**config.mk**
```make
export PLATFORM = sky130hd
export DESIGN_NAME = lru_fully_associative_cache_core
export DESIGN_NICKNAME = d
export VERILOG_FILES = /design/src/rtl/core/lrufa_pkg.sv /design/src/rtl/core/lru_fully_associative_cache_core.sv
export SDC_FILE = /design/constraint.sdc
export NUM_CORES = 1
export LEC_CHECK = 0
export BUFFER_PORTS_ARGS = -buffer_cell sky130_fd_sc_hd__buf_2
export CORE_MARGIN = 2
export CORE_UTILIZATION = 50
export DETAILED_ROUTE_END_ITERATION = 6
export PLACE_DENSITY_LB_ADDON = 0.05
export SLEW_MARGIN = 20
export SYNTH_ARGS = -nofsm -noshare
export SYNTH_HDL_FRONTEND = slang
export SYNTH_SLANG_ARGS = --single-unit
```
**constraint.sdc**
```tcl
create_clock -name i_clk -period 7.37 [get_ports i_clk]
set_input_delay 0 -clock i_clk [delete_from_list [all_inputs] [get_ports i_clk]]
set_output_delay 0 -clock i_clk [all_outputs]
set_load 0.005 [all_outputs]
```
**src/rtl/core/lrufa_pkg.sv**
```systemverilog
// ----------------------------------------------------------------------------
// lrufa_pkg
// shared constants for the fully associative lru cache directory
// ----------------------------------------------------------------------------
package lrufa_pkg;

    localparam int ENTRIES_DEF    = 16;
    localparam int ADDR_SPACE_DEF = 32;

    localparam int ADDR_W     = 5;
    localparam int SLOT_W     = 4;
    localparam int IN_DATA_W  = 8;
    localparam int OUT_DATA_W = 16;

endpackage

```
**src/rtl/core/lru_fully_associative_cache_core.sv**
```systemverilog
// ----------------------------------------------------------------------------
// lru_fully_associative_cache_core
// fully associative cache directory with least-recently-used replacement
// ----------------------------------------------------------------------------
//  channel  | direction | tdata fields (lowest bit up)
//  s_axis   | in        | address[4:0], zero pad to 8 bits
//  m_axis   | out       | hit, slot[3:0], evicted_valid, evicted_address[4:0],
//           |           | zero pad to 16 bits
//
//  one request per cycle while the result is not stalled; an input register,
//  then tag compare and rank update into the result register.
//  the directory is updated in the same cycle the result is registered.
//  synchronous active-low reset clears all valid bits and both stages.
//  a stalled result holds the pipeline, the input side takes a request
//  whenever its register is empty or moves forward.
// ----------------------------------------------------------------------------
module lru_fully_associative_cache_core #(
    parameter int ENTRIES       = lrufa_pkg::ENTRIES_DEF,
    parameter int ADDRESS_SPACE = lrufa_pkg::ADDR_SPACE_DEF
) (
    input  logic                            i_clk,
    input  logic                            i_rst_n,
    input  logic                            i_s_axis_tvalid,
    output logic                            o_s_axis_tready,
    // address[4:0], zero pad
    input  logic [lrufa_pkg::IN_DATA_W-1:0] i_s_axis_tdata,
    output logic                            o_m_axis_tvalid,
    input  logic                            i_m_axis_tready,
    // hit, slot[3:0], evicted_valid, evicted_address[4:0], zero pad
    output logic [lrufa_pkg::OUT_DATA_W-1:0] o_m_axis_tdata
);
    import lrufa_pkg::*;

    localparam int IDX_W  = $clog2(ENTRIES);
    localparam int RANK_W = IDX_W;
    localparam int TAB_N  = 1 << ADDR_W;
    localparam int RES_W  = 1 + SLOT_W + 1 + ADDR_W;

    // address reduction table
    logic [ADDR_W-1:0] mod_tab [TAB_N];
    for (genvar g = 0; g < TAB_N; g++) begin : g_mod
        assign mod_tab[g] = ADDR_W'(g % ADDRESS_SPACE);
    end

    logic              r_in_valid;
    logic [ADDR_W-1:0] r_in_addr;
    logic              r_out_valid;
    logic [RES_W-1:0]  r_out_data;

    logic [ENTRIES-1:0] r_valid;
    logic [ADDR_W-1:0]  r_tag  [ENTRIES];
    logic [RANK_W-1:0]  r_rank [ENTRIES];

    logic [ENTRIES-1:0] n_valid;
    logic [ADDR_W-1:0]  n_tag  [ENTRIES];
    logic [RANK_W-1:0]  n_rank [ENTRIES];
    logic [RES_W-1:0]   n_out_data;

    logic              advance;
    logic              hit_found;
    logic [IDX_W-1:0]  hit_idx;
    logic [IDX_W-1:0]  free_idx;
    logic [IDX_W-1:0]  lru_idx;
    logic [IDX_W-1:0]  sel_idx;
    logic [RANK_W-1:0] hit_rank;
    logic [ADDR_W-1:0] ev_addr;
    logic              full;

    assign advance         = r_in_valid && (!r_out_valid || i_m_axis_tready);
    assign o_s_axis_tready = !r_in_valid || advance;
    assign o_m_axis_tvalid = r_out_valid;
    assign o_m_axis_tdata  = OUT_DATA_W'(r_out_data);
    assign full            = &r_valid;

    always_comb begin
        hit_found = 1'b0;
        hit_idx   = '0;
        free_idx  = '0;
        lru_idx   = '0;
        hit_rank  = '0;
        ev_addr   = '0;
        for (int i = ENTRIES - 1; i >= 0; i--) begin
            if (r_valid[i] && r_tag[i] == r_in_addr) begin
                hit_found = 1'b1;
                hit_idx   = IDX_W'(i);
            end
            if (!r_valid[i]) begin
                free_idx = IDX_W'(i);
            end
            if (r_valid[i] && r_rank[i] == RANK_W'(ENTRIES - 1)) begin
                lru_idx = IDX_W'(i);
            end
        end
        for (int i = 0; i < ENTRIES; i++) begin
            if (r_valid[i] && r_tag[i] == r_in_addr) begin
                hit_rank = hit_rank | r_rank[i];
            end
            if (r_valid[i] && r_rank[i] == RANK_W'(ENTRIES - 1)) begin
                ev_addr = ev_addr | r_tag[i];
            end
        end

        if (hit_found) begin
            sel_idx = hit_idx;
        end else if (full) begin
            sel_idx = lru_idx;
        end else begin
            sel_idx = free_idx;
        end

        for (int i = 0; i < ENTRIES; i++) begin
            n_valid[i] = r_valid[i];
            n_tag[i]   = r_tag[i];
            n_rank[i]  = r_rank[i];
            if (r_valid[i] && (!hit_found || r_rank[i] < hit_rank)) begin
                n_rank[i] = r_rank[i] + 1'b1;
            end
            if (IDX_W'(i) == sel_idx) begin
                n_valid[i] = 1'b1;
                n_tag[i]   = r_in_addr;
                n_rank[i]  = '0;
            end
        end

        n_out_data = {(full && !hit_found) ? ev_addr : {ADDR_W{1'b0}},
                      full && !hit_found,
                      SLOT_W'(sel_idx),
                      hit_found};
    end

    always_ff @(posedge i_clk) begin
        if (!i_rst_n) begin
            r_in_valid  <= 1'b0;
            r_out_valid <= 1'b0;
            r_valid     <= '0;
        end else begin
            if (o_s_axis_tready) begin
                r_in_valid <= i_s_axis_tvalid;
            end
            if (advance) begin
                r_out_valid <= 1'b1;
                r_valid     <= n_valid;
            end else if (i_m_axis_tready) begin
                r_out_valid <= 1'b0;
            end
        end
    end

    always_ff @(posedge i_clk) begin
        if (o_s_axis_tready && i_s_axis_tvalid) begin
            r_in_addr <= mod_tab[i_s_axis_tdata[ADDR_W-1:0]];
        end
        if (advance) begin
            r_out_data <= n_out_data;
            for (int i = 0; i < ENTRIES; i++) begin
                r_tag[i]  <= n_tag[i];
                r_rank[i] <= n_rank[i];
            end
        end
    end

endmodule

```
# Yosys cells after proc, flatten, opt, wreduce, memory -nomap -nowiden

Memories as Yosys holds them, arrays and structs flattened. A register that Yosys moved wholly into a read port is not among the register bits.
Cells that the tools add are included.

Memories kept: 3
Logic and storage cells: 374
Memory bits (read-only): 160
Flip-flop bits (word level): 29
RAM bits: 144
Input port bits: 12

$lt $le $gt $ge: 16
Reductions and logical operators: 91
Equal/unequal tests: 47
Bitwise gates (word level): 31
Mux-type cells: 150
Add/subtract/negate cells: 16

Memory list:

| name            | words | bits a word | read ports | clocked after Yosys merged registers in | write ports | line                                    | text |
|---|---|---|---|---|---|---|---|
| (no name shown) | 32    | 5           | 1          | 1                                       | 0           | lru_fully_associative_cache_core.sv:151 | `r_in_addr <= mod_tab[i_s_axis_tdata[ADDR_W-1:0]];` |
| r_tag           | 16    | 5           | 16         | 0                                       | 16          | lru_fully_associative_cache_core.sv:51  | `logic [ADDR_W-1:0] r_tag [ENTRIES];` |
| r_rank          | 16    | 4           | 16         | 0                                       | 16          | lru_fully_associative_cache_core.sv:52  | `logic [RANK_W-1:0] r_rank [ENTRIES];` |

Operators by type and width:

| cell                                                | number |
|---|---|
| two-way mux 4 bit                                   | 98 |
| two-way mux 5 bit                                   | 32 |
| equality test 5 bit                                 | 16 |
| bitwise OR 5 bit                                    | 15 |
| adder 4 x 1 -> 4 bit (second input constant)        | 16 |
| equality test 4 bit (second input constant)         | 16 |
| less-than comparator 4 bit                          | 16 |
| bitwise OR 4 bit                                    | 15 |
| logical AND 1 bit                                   | 51 |
| equality test 4 bit (first input constant)          | 8 |
| AND reduction 2 bit                                 | 16 |
| two-way mux 1 bit                                   | 20 |
| logical OR 1 bit                                    | 18 |
| equality test 3 x 4 -> 1 bit (first input constant) | 4 |
| AND reduction 16 bit                                | 1 |
| equality test 2 x 4 -> 1 bit (first input constant) | 2 |
| NOT 5 -> 6 bit                                      | 1 |
| equality test 1 x 4 -> 1 bit (first input constant) | 1 |
| zero test 4 bit                                     | 1 |
| zero test 1 bit                                     | 3 |
| nonzero test 2 bit                                  | 1 |

# Depth between registers and ports, before layout

An unclocked memory read counts as a cell.

Depth in word-level cells: 39
Gate-level depth with buffers: 15

# Worst setup path after synthesis

OpenSTA, ideal clock, no wires.

Kind: register to register
From: register r_in_addr[1] (netlist name)
To: memory r_rank[0][28] in the netlist's numbering (enable)
Cell stages (with the launch flop): 16
Period minus slack after synthesis: 3911 ps
Required time: 7059 ps
Arrival: 3601 ps
Slack: 3459 ps
Path through: edfxtp_1 buf_2 buf_4 xor2_1 nor4_1 and3_1 buf_2 a22o_1 a221oi_1 nand3_1 nor2_1 ha_1 o21a_1 o31a_1 nor4_1 o31a_1

RTL lines:

| element   | line |
|---|---|
| to (decl) | lru_fully_associative_cache_core.sv:52 |

==> key figures <==
Status
  • Status: finished with violations
  • Violated checks: design-rule violations

Critical path
  • Cell Chain, Critical Path: buf_4, xor2_1, nor4_1, and3_1, nor4_4, nand4_4, o22ai_4, buf_4, nor4bb_4, o21bai_1
  • Worst Path Arrival: approximately 5500 ps
  • R2R Path Start: r_in_addr[2]
  • Crit. Startpoint: r_in_addr[2]
  • Crit-path max cell delay: 1060 ps
  • Critical path's most frequent cell: buf_4
  • R2R cell count: 10
  • R2R setup slack: approximately 1900 ps
  • Worst path slowest cell: edfxtp_1
  • Worst Path Required: roughly 7500 ps
  • Crit-path max FO: 25
  • Crit Path Class: flop to flop
  • CP Launch Type: flop
  • Crit end category: flop
  • Crit Reg-Reg Endpoint: r_rank[0][23]

Timing
  • Final setup vio count: 0
  • Fmax: approximately 180 MHz
  • Final hold vios: 0
  • Fin Setup TNS: 0 ps
  • Setup Skew: between 15 and 20 ps
  • Period utilization: between 70% and 80%
  • Tmin final: 5430 ps
  • RSZ-0062 raised after global routing: no
  • Slew Limit Fails: 0
  • Worst slew margin: around 27%
  • Tightest Pin Transition: 1090 ps

Cells and area
  • Area Overhead vs Synth: 8.68%
  • Post-layout util: about 56%
  • Multi-input logic area: ~5200 sq um
  • ANT cells: 0
  • Final #Nets: between 1000 and 1500
  • Register Area: 5160 sq um
  • Share of layout cells above drive strength 1: roughly a tenth
  • Filler instances: about 1800

Placed design
  • Gpl congestion: 0.973
  • # port buffers: 21
  • Post-DP HPWL: ~25000 um

Drt
  • Avg Vias per Cell: roughly 6.6
  • Via count: between 8000 and 9000
  • Post-DR wirelength/cell: roughly 27 um
  • Final ANT Viol Nets: 0
  • DRT Pass-1 Iters: 7
  • Total Wirelength: around 34000 um
  • 1st-iter DRT viols: around 870
  • Residual DRC count: 11

Clock network
  • Number of CTS-inserted buffers: 17
  • Post_cts resized: 0
  • Clock Path Buffers: 2
  • Clock Sinks: 178
  • Worst-path clk slew: approximately 80 ps
  • CTS tree: built
  • Worst skew pair latency: 450 ps
  • Clock root cell: clkbuf_16
  • H-tree levels: 4

Global route
  • Largest net degree at the start of global routing: 33
  • Total global routing overflow: 0
  • All-Layer GR Usage: approximately 30%
  • Vias in the first global route: a little under 8000
  • First-pass GRT wire length: ~50000 um
  • Initial antenna violation count: 1

Worst hold path
  • Worst Hold Launch: i_rst_n
  • HP Class: primary input to flop
  • Hold Crit Depth: 2
  • Worst min-delay path endpoint: o_m_axis_tvalid

Logic synthesis
  • Async set-reset flop share out of synthesis: 0%
  • Synth Register Bits: 178
  • Synth unique cells: between 60 and 70
  • Main synth FF type: edfxtp_1
  • Sequential area share after synthesis: between 40% and 50%
  • Post-synth top area cell: edfxtp_1
  • Synthesized instance count: around 950
  • Ranking of synthesized cells by area: edfxtp_1, ha_1, xor2_1
  • Mapped cell area: 10700 sq um
  • Avg Inst Size Synth: 11.3 sq um
  • Top-count cell post-synth: edfxtp_1
  • Top-area cell type share of the netlist area: between 40 and 50%
  • Synthesis Warnings: 0
  • Post-synth top cells: edfxtp_1, xor2_1, ha_1
  • Number of synthesized flops with an enable pin: 160

Die
  • Starting Density: 51.1%
  • Die area: approximately 23000 sq um
  • Chip height: around 150 um
  • Core area: about 21000 sq um
  • # IOs: 30
  • Row cnt: 53
  • Die width: about 150 um

Power and ir drop
  • P per Cell Area: about 180 nW/um^2
  • Worst VDD drop: 0.144 mV
  • Tot Pwr: about 0.0021 W
  • Pleak: slightly above 4 nW

Flow run
  • Max-cap check violation count: 0
## what timing repair did
action                                 CTS  global route
buffers inserted                         0             0
endpoints found under the hold margin    7             0
hold buffers                             8             0
## where the power goes
part           switching [W]  total (W)  internal [W]
Clock               0.000468   0.000929      0.000461
Combinational      0.0000552  0.0000883     0.0000331
Sequential         0.0000172    0.00112       0.00110
Total               0.000541    0.00214       0.00160
## per-stage QoR
step	cells	setup WS (ps)	cell area, sq um	hold WS, ps
finish	1235	1940	11700	75.8
global route	1235	1620	11700	61.8
CTS	1235	2000	11700	54.5
detailed placement	1195	2020	11000	178
global placement	1195	2120	11000	180
floorplan	951	3460	10800	98.9
## cell type report
class | count | area share (%)
Inverter | 12 | 0.386
Clock buffer | 17 | 3.64
Timing Repair Buffer | 42 | 2.42
Sequential cell | 178 | 44.2
Tap cell | 275 | 2.95
Clock inverter | 15 | 1.58
Multi-Input combinational cell | 696 | 44.8
## how the worst max path moves through the flow
stage               cells after the start            end  slack (ps)
CTS                                    10  r_rank[0][23]        2000
global placement                       10  r_rank[0][23]        2120
finish                                 10  r_rank[0][23]        1940
global route                           10  r_rank[0][23]        1620
detailed placement                     10  r_rank[0][20]        2020
floorplan                              15  r_rank[0][28]        3460
## flip-flops by register name, indices dropped and copies added, names as in the netlist
register / cells
r_tag: 80
r_valid: 16
o_m_axis_tvalid: 1
r_rank: 64
r_in_valid: 1
r_in_addr: 5
r_out_data: 11
## critical path, delay by kind of cell (launching register included)
family / cells / cell delay (ps)
compound gates: 2 / 870
xor+xnor: 1 / 170
buf+inv: 2 / 670
flops: 1 / 1060
simple gates: 5 / 2270
## per-layer routing
metal	GRT usage [%]	wire, um	vias to the layer above
met3	6.61	2470	56
met1	43.2	14800	4054
met5	0	11	-
met2	48.0	15600	343
met4	9.53	847	2
li1	-	-	3642
## kinds of logic after synthesis
family          Yosys count  synth area share, %
fa+ha+maj                64                 7.45
other cells               1               0.0349
buf+inv                  77                 3.55
xor+xnor                112                 9.13
flops                   178                 48.1
simple gates            311                 17.6
compound gates          204                 14.2
## cells in the final DEF (no fill, tap or decap), types with 23 or more instances in the layout
master    netlist  routed
a21oi_1        23      23
nand2_1        32      32
nor2_1         61      60
edfxtp_1      160     160
a22oi_1        25      25
xor2_1         77      77
ha_1           64      64
a22o_1         26      26
nand3_1        43      43
xnor2_1        35      35
No activity file was read; power rests on OpenSTA's default activity.
